==> src/rtl/fir_filter_ring_delay_line_macros.svh <==
// Assertion macros shared by the FIR filter RTL.
`ifndef FIR_FILTER_RING_DELAY_LINE_MACROS_SVH
`define FIR_FILTER_RING_DELAY_LINE_MACROS_SVH

// Check a consequence in the same cycle as its condition.
`define FRD_ASSERT_NOW(lbl, clk, rst, ante, cons, msg) \
   lbl: assert property (@(posedge clk) disable iff (rst) (ante) |-> (cons)) \
      else $error(msg);

// Check a consequence in the cycle after its condition.
`define FRD_ASSERT_NEXT(lbl, clk, rst, ante, cons, msg) \
   lbl: assert property (@(posedge clk) disable iff (rst) (ante) |=> (cons)) \
      else $error(msg);

`endif

==> src/rtl/frd_pkg.sv <==
// Shared constants and types for the FIR filter with ring delay line.
`timescale 1ns / 1ps
package frd_pkg;

   // Default sizes
   localparam int MAX_TAPS_DEF    = 128;
   localparam int SAMPLE_BITS_DEF = 16;
   localparam int COEF_BITS_DEF   = 18;

   // Fixed field widths
   localparam int TAPS_W = 8;
   localparam int GAIN_W = 16;
   localparam int IDX_W  = 7;

   // Post-scale arithmetic
   localparam int GAIN_FRAC = 12;
   localparam int CLAMP_W   = 48;
   localparam int HALF_W    = 24;
   localparam int Y_W       = 66;

   // Configuration port
   localparam int CSR_ADDR_W = 3;
   localparam int CSR_DATA_W = 32;
   localparam logic REG_TAPS = 1'b0;
   localparam logic REG_GAIN = 1'b1;
   localparam logic [TAPS_W-1:0] TAPS_RST = 8'd127;
   localparam logic [GAIN_W-1:0] GAIN_RST = 16'd2867;

   // Sequencer to multiply-accumulate unit
   typedef struct packed {
      logic clear;
      logic valid;
   } mac_ctl_type;

   // Post-scale unit status
   typedef struct packed {
      logic done;
   } scale_status_type;

endpackage

==> src/rtl/frd_mac.sv <==
// Shared multiply-accumulate unit: one coefficient times one delayed sample per cycle.
`timescale 1ns / 1ps
module frd_mac #(
   parameter int COEF_BITS   = frd_pkg::COEF_BITS_DEF,
   parameter int SAMPLE_BITS = frd_pkg::SAMPLE_BITS_DEF,
   parameter int ACC_W       = 41
) (
   input  logic                           clock,
   input  logic                           reset,
   input  frd_pkg::mac_ctl_type           ctl,
   input  logic signed [COEF_BITS-1:0]    coef,
   input  logic signed [SAMPLE_BITS-1:0]  sample,
   output logic signed [ACC_W-1:0]        acc,
   output logic                           busy
);
   import frd_pkg::*;

   localparam int PROD_W = COEF_BITS + SAMPLE_BITS;

   logic signed [PROD_W-1:0] prod_ff, prod_in;
   logic                     prod_v_ff;
   logic signed [ACC_W-1:0]  acc_ff, acc_in;

   // Multiply the registered operands
   assign prod_in = coef * sample;

   // Clear on a new sample, else add each finished product
   always_comb begin
      acc_in = acc_ff;
      if (ctl.clear) begin
         acc_in = '0;
      end else if (prod_v_ff) begin
         acc_in = acc_ff + ACC_W'(prod_ff);
      end
   end

   always_ff @(posedge clock) begin
      if (reset) begin
         prod_v_ff <= 1'b0;
      end else begin
         prod_v_ff <= ctl.valid;
      end
   end

   always_ff @(posedge clock) begin
      prod_ff <= prod_in;
      acc_ff  <= acc_in;
   end

   assign acc  = acc_ff;
   assign busy = prod_v_ff;

endmodule

==> config.mk <==
export PLATFORM = sky130hd
export DESIGN_NAME = frd_mac
export DESIGN_NICKNAME = d
export VERILOG_FILES = /design/src/rtl/fir_filter_ring_delay_line_macros.svh /design/src/rtl/frd_pkg.sv /design/src/rtl/frd_mac.sv
export SDC_FILE = /design/constraint.sdc
export NUM_CORES = 1
export LEC_CHECK = 0
export BUFFER_PORTS_ARGS = -buffer_cell sky130_fd_sc_hd__buf_4
export CAP_MARGIN = 10
export CORE_UTILIZATION = 50
export CTS_CLUSTER_DIAMETER = 60
export DETAILED_ROUTE_END_ITERATION = 6
export PLACE_DENSITY = 0.64
export REMOVE_ABC_BUFFERS = 1
export SYNTH_ARGS = -nofsm -noshare
export SYNTH_HDL_FRONTEND = slang
export SYNTH_SLANG_ARGS = --single-unit
==> constraint.sdc <==
create_clock -name clock -period 11.6 [get_ports clock]
set_clock_uncertainty 0.05 [all_clocks]
set_input_delay 1.74 -clock clock [delete_from_list [all_inputs] [get_ports clock]]
set_output_delay 1.74 -clock clock [all_outputs]
set_load 0.05 [all_outputs]
==> flow_summary.toml <==
[timing]
tns_ns = 0
hold_viol = 0
rsz0062_at_grt = "false"
slew_headroom_pct = 46.2
layout_min_cycle_time_ns = 7.61
worstMarginPinSlew_ns = 0.802
finalSetupViolCount = 0
drv_slew = 0
timing.final.crit_share_pct = 65.6
worst_slack_ns = 3.99
fmax_ghz = 0.131

[synth]
yosysMostFrequentCell = "inv_1"
synth.area.top_cells = "fa_1, ha_1, dfxtp_1, inv_1, and2_1"
synth.top_cell.area_share_pct = 38.5
synth_top_area_cell = "fa_1"
synthFlopType = "dfxtp_1"
ys_seq_elements = 76
ys_warn_count = 0
syn_avg_cell_area_um2 = 8.87
ys_types = 63
synth_edf_count = 0
synth_area_um2 = 15100
synth_commonest_cells = "inv_1, fa_1, nand2_1"
ys_seq_area_share_pct = 10.0
synth_cells = 1708
async_flop_share_pct = 0

[place]
port-buffer-count = 79
routabilityCongestion = 0.885
place_ws_ns = 3.71
dpl.hpwl_um = 27900

[routing]
drt_iter0_markers = 605
wl_met3_um = 2380
drt-pass1-iter-count = 5
ant_nets = 0
drt_wl_total_um = 34400
met1Wirelength_um = 17000
wl_met2_um = 14600
drc = 0
via_per_inst = 5.14
wl_per_cell_um = 16.1
top_layer_used = "met4"
vias = 10976

[critical_path]
cp-start-kind = "primary input"
required_ns = 11.76
endpoint_kind = "flip-flop"
critPathArrivalTime_ns = 7.77
r2r_slack_ns = 8.10
crit_end = "prod_ff[33]"
critPathMaxFanout = 14
r2r-end = "acc[40]"
timing.rr.start = "acc[0]"
startpoint = "sample[15]"
path_class = "in2reg"
reg2regPathDepth = 12

[clock_tree]
cts-resized-gates = 0
path_clk_slew_ns = 0.07
clock_path_buffers = 2
cts.sinks = 76
post_cts_buffers = 0
cts_root_buffer = "clkbuf_16"
clk_latency_ns = 0.34
ctsHoldBuffers = 0
cts_tree = "yes"
cts_buffers = 9
htreeDepth = 3

[floorplan]
start_util_pct = 51.0
coreArea_um2 = 29700
boundaryPins = 80
die_area_um2 = 31000
die_x_um = 176
row_count = 63
fp.dieH_um = 176

[cells_and_area]
drive_gt1_share_pct = 6.24
area_delta_synth_final_pct = 7.71
nets = 2197
diodes = 0

[global_routing]
grt_pass1_wl_um = 58200
grt_use_total_pct = 23.7
grt_pass1_vias = 11457
grt_max_degree = 59
antenna_found_initial = 0
grt_overflow = 0

[outcome]
outcome = "complete, no violations"

[worst_hold_path]
hold_class = "reg2reg"

[job]
max-cap-violations = 0
## cell usage in the layout (no fill, tap or decap), types with 21 or more instances in the layout
master    count
buf_4        80
nand2_1     175
dfxtp_1      75
inv_1       364
nand2b_1     21
and2_1      144
xnor2_1      48
nor2_1       85
a21oi_1      65
fa_1        291
ha_1        126
o21ai_0      30
a21o_1       29
## how the worst min path moves through the flow
| stage | start | endpoint | depth (start not counted) |
|---|---|---|---|
| 2_1_floorplan | prod_ff[0] | acc[0] | 3 |
| 3_3_place_gp | acc[35] | acc[35] | 2 |
| 3_5_place_dp | acc[35] | acc[35] | 2 |
| 4_1_cts | acc[35] | acc[35] | 2 |
| 5_1_grt | acc[35] | acc[35] | 2 |
| 6_report | acc[35] | acc[35] | 2 |
## cell families after synthesis
kind of cell / share of synthesized area [%]
AOI/OAI and AO/OA: 9.57
xor gates and xnor gates: 3.53
adders and majority gates: 48.9
buffers and inverters: 10.4
DFF: 10.0
muxes: 1.47
and+or+nand+nor: 16.1
## stage by stage
| stage | hold slack, ns | utilization [%] | std cells | instance area, um2 |
|---|---|---|---|---|
| final | 0.436 | 54.9 | 2137 | 16300 |
| after global routing | 0.456 | 54.9 | 2137 | 16300 |
| after CTS | 0.442 | 54.9 | 2137 | 16300 |
| after detailed placement | 0.432 | 53.9 | 2121 | 16000 |
| after global placement | 0.427 | 53.9 | 2121 | 16000 |
| after floorplan | 0.502 | - | 1651 | 14900 |
## per-layer routing
metal,vias to the layer above,global-route usage (%)
met5,-,0
met3,18,4.09
li1,5328,-
met2,320,36.0
met1,5310,35.4
met4,0,4.35
## area by class of cell
| type | count | area [um2] |
|---|---|---|
| clock buffers | 9 | 225 |
| clock inverters | 7 | 66.3 |
| fillers | 2767 | 13400 |
| inverters | 364 | 1370 |
| multi-input cells | 1211 | 12000 |
| flip-flops and latches | 76 | 1520 |
| well taps | 390 | 488 |
| repair buffers | 80 | 601 |
## flip-flops by register name, indices dropped and copies added (netlist names)
name / count
acc: 41
prod_ff: 34
busy: 1
## worst max-delay path, cell delays in order
cell and delay (ns):
buf_4 0.14, inv_1 0.38, nor2_1 0.11, fa_1 0.51, fa_1 0.44, fa_1 0.51, fa_1 0.44, fa_1 0.50
inv_1 0.05, fa_1 0.47, inv_1 0.04, ha_1 0.41, a21oi_1 0.10, o21bai_1 0.13, a21oi_1 0.08, o21a_1 0.12
a21boi_0 0.58, a311oi_1 0.31, o41ai_1 0.43, a21oi_1 0.13, xnor2_1 0.14
Power is left out: the tool's default activity adds up to more than one toggle a clock period on the data nets, which glitch-free logic cannot reach.
