$ cat config.mk
export PLATFORM = sky130hd
export DESIGN_NAME = frd_scale
export DESIGN_NICKNAME = d
export VERILOG_FILES = /design/src/rtl/fir_filter_ring_delay_line_macros.svh /design/src/rtl/frd_pkg.sv /design/src/rtl/frd_scale.sv
export SDC_FILE = /design/constraint.sdc
export NUM_CORES = 1
export LEC_CHECK = 0
export BUFFER_PORTS_ARGS = -buffer_cell sky130_fd_sc_hd__buf_2
export CAP_MARGIN = 20
export CORE_MARGIN = 1.5
export CORE_UTILIZATION = 29
export CTS_CLUSTER_SIZE = 20
export DETAILED_ROUTE_END_ITERATION = 10
export PLACE_DENSITY_LB_ADDON = 0.08
export SYNTH_ARGS = -nofsm -noshare
export SYNTH_HDL_FRONTEND = slang
export SYNTH_SLANG_ARGS = --single-unit
$ cat constraint.sdc
create_clock -name clock -period 17.02 [get_ports clock]
set_input_delay 2.553 -clock clock [delete_from_list [all_inputs] [get_ports clock]]
set_output_delay 2.553 -clock clock [all_outputs]
set_load 0.01 [all_outputs]
$ cat src/rtl/fir_filter_ring_delay_line_macros.svh
// Assertion macros shared by the FIR filter RTL.
`ifndef FIR_FILTER_RING_DELAY_LINE_MACROS_SVH
`define FIR_FILTER_RING_DELAY_LINE_MACROS_SVH

// Check a consequence in the same cycle as its condition.
`define FRD_ASSERT_NOW(lbl, clk, rst, ante, cons, msg) \
   lbl: assert property (@(posedge clk) disable iff (rst) (ante) |-> (cons)) \
      else $error(msg);

// Check a consequence in the cycle after its condition.
`define FRD_ASSERT_NEXT(lbl, clk, rst, ante, cons, msg) \
   lbl: assert property (@(posedge clk) disable iff (rst) (ante) |=> (cons)) \
      else $error(msg);

`endif

$ cat src/rtl/frd_pkg.sv
// Shared constants and types for the FIR filter with ring delay line.
`timescale 1ns / 1ps
package frd_pkg;

   // Default sizes
   localparam int MAX_TAPS_DEF    = 128;
   localparam int SAMPLE_BITS_DEF = 16;
   localparam int COEF_BITS_DEF   = 18;

   // Fixed field widths
   localparam int TAPS_W = 8;
   localparam int GAIN_W = 16;
   localparam int IDX_W  = 7;

   // Post-scale arithmetic
   localparam int GAIN_FRAC = 12;
   localparam int CLAMP_W   = 48;
   localparam int HALF_W    = 24;
   localparam int Y_W       = 66;

   // Configuration port
   localparam int CSR_ADDR_W = 3;
   localparam int CSR_DATA_W = 32;
   localparam logic REG_TAPS = 1'b0;
   localparam logic REG_GAIN = 1'b1;
   localparam logic [TAPS_W-1:0] TAPS_RST = 8'd127;
   localparam logic [GAIN_W-1:0] GAIN_RST = 16'd2867;

   // Sequencer to multiply-accumulate unit
   typedef struct packed {
      logic clear;
      logic valid;
   } mac_ctl_type;

   // Post-scale unit status
   typedef struct packed {
      logic done;
   } scale_status_type;

endpackage

$ cat src/rtl/frd_scale.sv
// Post-scale unit: clamp, gain multiply in two halves, round and saturate.
`timescale 1ns / 1ps
module frd_scale #(
   parameter int COEF_BITS   = frd_pkg::COEF_BITS_DEF,
   parameter int SAMPLE_BITS = frd_pkg::SAMPLE_BITS_DEF,
   parameter int ACC_W       = 41
) (
   input  logic                             clock,
   input  logic                             reset,
   input  logic                             start,
   input  logic signed [ACC_W-1:0]          acc,
   input  logic [frd_pkg::GAIN_W-1:0]       gain,
   output frd_pkg::scale_status_type        status,
   output logic [SAMPLE_BITS-1:0]           sample_out,
   output logic                             clip
);
   import frd_pkg::*;

   localparam int EXT_W  = (ACC_W > CLAMP_W) ? ACC_W : CLAMP_W;
   localparam int OPA_W  = HALF_W + 1;
   localparam int OPB_W  = GAIN_W + 1;
   localparam int MPY_W  = OPA_W + OPB_W;
   localparam int SH     = COEF_BITS - 1 + GAIN_FRAC;
   localparam logic signed [Y_W-1:0] SAT_HI = Y_W'((1 << (SAMPLE_BITS - 1)) - 1);
   localparam logic signed [Y_W-1:0] SAT_LO = -SAT_HI - Y_W'(1);

   localparam logic [2:0] PH_IDLE = 3'd0;
   localparam logic [2:0] PH_LO   = 3'd1;
   localparam logic [2:0] PH_HI   = 3'd2;
   localparam logic [2:0] PH_SUM  = 3'd3;
   localparam logic [2:0] PH_SAT  = 3'd4;

   logic [2:0]               phase_ff, phase_in;
   logic                     done_ff;
   logic signed [EXT_W-1:0]  acc_ext, lim_pos, lim_neg, clamp_val;
   logic [CLAMP_W-1:0]       clamped_ff;
   logic signed [OPA_W-1:0]  op_a;
   logic signed [OPB_W-1:0]  op_b;
   logic signed [MPY_W-1:0]  prod_ff;
   logic signed [Y_W-1:0]    y_ff, y_in, y_shr, round_c;
   logic [SAMPLE_BITS-1:0]   smp_ff, smp_in;
   logic                     clip_ff, clip_in;

   // Clamp the sum to the symmetric 48-bit range
   assign acc_ext   = EXT_W'(acc);
   assign lim_pos   = $signed((EXT_W'(1) << (CLAMP_W - 1)) - EXT_W'(1));
   assign lim_neg   = -lim_pos;
   assign clamp_val = (acc_ext > lim_pos) ? lim_pos :
                      (acc_ext < lim_neg) ? lim_neg : acc_ext;

   // One multiplier: low half first, then signed high half
   assign op_a = (phase_ff == PH_HI) ?
                 $signed({clamped_ff[CLAMP_W-1], clamped_ff[CLAMP_W-1:HALF_W]}) :
                 $signed({1'b0, clamped_ff[HALF_W-1:0]});
   assign op_b = $signed({1'b0, gain});

   // Round to nearest, ties up, then floor shift
   assign round_c = $signed(Y_W'(1) << (SH - 1));
   assign y_shr   = y_ff >>> SH;

   always_comb begin
      y_in = y_ff;
      if (phase_ff == PH_HI) begin
         y_in = Y_W'(prod_ff) + round_c;
      end else if (phase_ff == PH_SUM) begin
         y_in = y_ff + (Y_W'(prod_ff) <<< HALF_W);
      end
   end

   // Saturate to the sample range
   always_comb begin
      smp_in  = y_shr[SAMPLE_BITS-1:0];
      clip_in = 1'b0;
      if (y_shr > SAT_HI) begin
         smp_in  = SAT_HI[SAMPLE_BITS-1:0];
         clip_in = 1'b1;
      end else if (y_shr < SAT_LO) begin
         smp_in  = SAT_LO[SAMPLE_BITS-1:0];
         clip_in = 1'b1;
      end
   end

   // Advance through the phases
   always_comb begin
      phase_in = phase_ff;
      case (phase_ff)
         PH_IDLE: begin
            if (start) phase_in = PH_LO;
         end
         PH_LO:   phase_in = PH_HI;
         PH_HI:   phase_in = PH_SUM;
         PH_SUM:  phase_in = PH_SAT;
         PH_SAT:  phase_in = PH_IDLE;
         default: phase_in = PH_IDLE;
      endcase
   end

   always_ff @(posedge clock) begin
      if (reset) begin
         phase_ff <= PH_IDLE;
         done_ff  <= 1'b0;
      end else begin
         phase_ff <= phase_in;
         done_ff  <= (phase_ff == PH_SAT);
      end
   end

   always_ff @(posedge clock) begin
      if (start) clamped_ff <= clamp_val[CLAMP_W-1:0];
      prod_ff <= op_a * op_b;
      y_ff    <= y_in;
      if (phase_ff == PH_SAT) begin
         smp_ff  <= smp_in;
         clip_ff <= clip_in;
      end
   end

   assign status.done = done_ff;
   assign sample_out  = smp_ff;
   assign clip        = clip_ff;

endmodule

==> results.md <==
* Final nets at 2936
* Slowest library cell on the worst path: nor2b_4
* Largest fanout on the critical path at 44
* Total CTS buffers at 17
* Warnings, synthesis at 0
* Clock Tree Root: clkbuf_16
* Worst reg2reg setup slack at 7610 ps
* Residual DRC count at 0
* Syn Inst Count at 2365
* Seq/Total Area, Yosys at 0.181
* Slowest stage delay, CP at 670 ps
* Setup tns final at 0 ps
* Critical Path Sink Type: flip-flop
* Reg2reg path depth at 27
* Synth Cell Area at 21900 um^2
* Post_cts resized at 0
* Std-Cell Rows at 100
* CP required at 17370 ps
* Crit path time final at 9410 ps
* Share of cells above drive strength 1 at 0.0574
* Routability congestion estimate at 0.813
* Initial DRT Pass Iterations at 7
* Vias in the first global route at 17100
* Post-Place Cells at 3289
* Crit path launch type: flip-flop
* Kind of critical path: reg -> reg
* Initial Util at 0.293
* Initial antenna violation count at 0
* First-pass GRT wire length at 98300 um
* Max Clk Rate at 106 MHz
* RSZ-0062 raised after global routing: no
* H-tree levels at 4
* ANT nets after route at 0
* WHS at 542 ps
* Syn Nets at 2962
* Clk sink count at 147
* Die Y-Extent at 278 um
* Largest net degree at the start of global routing at 45
* Via density at 4.61
* Hold path depth at 2
* Drt wl/cell at 18.4 um
* Via count at 15300
* Slack of the critical path at 7610 ps
* Asr flop ratio synth at 0
* Synthesis-stage register bit count at 147
* Status: finished, final reports clean
* TritonCTS clock tree: yes
* Clock skew at 18.1 ps
* CTS max path bufs at 2
* Post-synthesis average cell area at 9.25 um^2
* Clk_lat worst skew at 490 ps
* Total Wirelength at 61000 um
* Dpl hpwl at 49500 um
* Top Ports at 78
* Cell mode on critical path: fa_1
* Total die area at 77100 um^2
* Main synth FF type: edfxtp_1
* Final Max Slew Viols at 0
* Clock transition at path regs at 80 ps
* Die width at 278 um
* Tightest Hold Check Type: reg -> reg
* DP Worst Slack at 7430 ps
* Fin. Hold Viols at 0
* GRT overflow at 0
* Worst-Margin Slew at 1000 ps
* Setup violators final at 0
* Post-synth EDFFs at 101
* Area growth syn-to-layout at 7.85%
* Distinct cells, synth at 69
* Hold_buf cts at 0
* Period utilization at 0.553
* Post-Layout Cell Count at 3321
* Initial DRC Count at 765
* Core Area at 74600 um^2
* Crit path DAT at 9760 ps
* GRT Overall Usage at 0.167
* Max-Cap Viols at 0
* Antenna Cells at 0
* Max_slew headroom at 0.331
* Setup bufs post-CTS at 0
* Number of I/O port buffers at 77
## synthesized netlist by cell type, drive strengths merged, types with 7 or more instances
library cell / instances / area, um^2
nand2: 340 / 1280
a21oi: 72 / 364
dfxtp: 46 / 921
xnor2: 55 / 482
buf: 11 / 76.3
nand3: 20 / 100
fa: 392 / 7850
nand4: 15 / 93.8
ha: 145 / 1810
edfxtp: 101 / 3030
xor2: 32 / 280
inv: 496 / 1860
nor2b: 8 / 50.1
nor3: 14 / 70.1
clkbuf: 115 / 453
and3: 16 / 101
o21bai: 7 / 52.6
nor2: 83 / 312
o21ai: 62 / 314
o21a: 8 / 60.1
nand2b: 12 / 75.1
and2: 173 / 1080
a21o: 59 / 447
a31oi: 15 / 109
## routing by layer
layer	GRT usage	share of wire	wire [um]
met1	0.229	0.48	29500
met2	0.275	0.46	28300
met3	0.0264	0.036	2190
met4	0.0420	0.017	1040
met5	0	0	0
## worst max-delay path: cells and delay by family (launching register included)
| kind | cells | cell delay [ps] |
|---|---|---|
| AOI/OAI and AO/OA | 8 | 2230 |
| xor gates and xnor gates | 1 | 80 |
| adders and majority gates | 7 | 3470 |
| buffers and inverters | 5 | 1250 |
| DFF | 1 | 440 |
| and+or+nand+nor | 6 | 1710 |
## area by class of cell
class                           count  area [um^2]
Sequential cell                   147         3950
Timing Repair Buffer               83          430
Clock inverter                     15          178
Inverter                          496         1860
Multi-Input combinational cell   1594        15500
Fill cell                        7861        51000
Clock buffer                       17          425
Tap cell                          969         1210
## registers in the layout, summed over array words and instances (netlist names)
signal	flops
status	1
clamped_ff	42
prod_ff	42
clip	1
y_ff	42
phase_ff	3
sample_out	16
## cell usage in the layout, fill, tap and decap left out, types with 3 or more instances in the layout
cell type,count
a41oi_1,3
edfxtp_1,101
o21ai_0,57
nor3_1,14
a21boi_0,4
o21ai_1,4
inv_1,496
nand4_1,15
a211o_1,4
clkbuf_16,17
a21o_2,3
ha_1,145
fa_1,392
dfxtp_1,46
a31oi_1,14
o31a_1,3
a221o_1,3
and3_1,15
inv_8,5
xnor2_1,55
o21a_1,8
nor4_1,6
xor2_1,32
a211oi_1,3
nand2b_1,11
o211ai_1,6
buf_4,6
a21o_1,56
o21bai_1,7
inv_6,5
and2_1,173
buf_2,77
o31ai_1,5
nand3_1,20
nand2_1,340
a21oi_1,71
nor2_1,83
nor2b_1,6
## worst paths after layout
kind	from	end
worst max-delay path	phase_ff[1]$_SDFFE_PP0P_	prod_ff[41]$_DFF_P_
worst min-delay path	phase_ff[1]$_SDFFE_PP0P_	phase_ff[2]$_SDFFE_PP0P_
worst max register to register	phase_ff[1]$_SDFFE_PP0P_	prod_ff[41]$_DFF_P_
worst min register to register	phase_ff[1]$_SDFFE_PP0P_	phase_ff[2]$_SDFFE_PP0P_
## cells by family (layout without fill, tap and decap cells)
family,count (synthesis),in the layout,synth area share
adder cells (fa/ha/maj),537,537,0.441
XOR/XNOR,87,87,0.0348
buffers and inverters,624,611,0.110
AND/OR/NAND/NOR,698,698,0.150
flip-flops,147,147,0.181
multiplexers,1,1,0.000457
AO/OA/AOI/OAI,271,271,0.0823
## per-stage QoR
step	utilization	area (um^2)
after floorplan	-	21900
after global placement	0.308	23000
after detailed placement	0.308	23000
after CTS	0.317	23600
after global routing	0.317	23600
final	0.317	23600
Power is not shown: default switching activity piles up to over one toggle a cycle in this logic, so the estimate is an artifact.
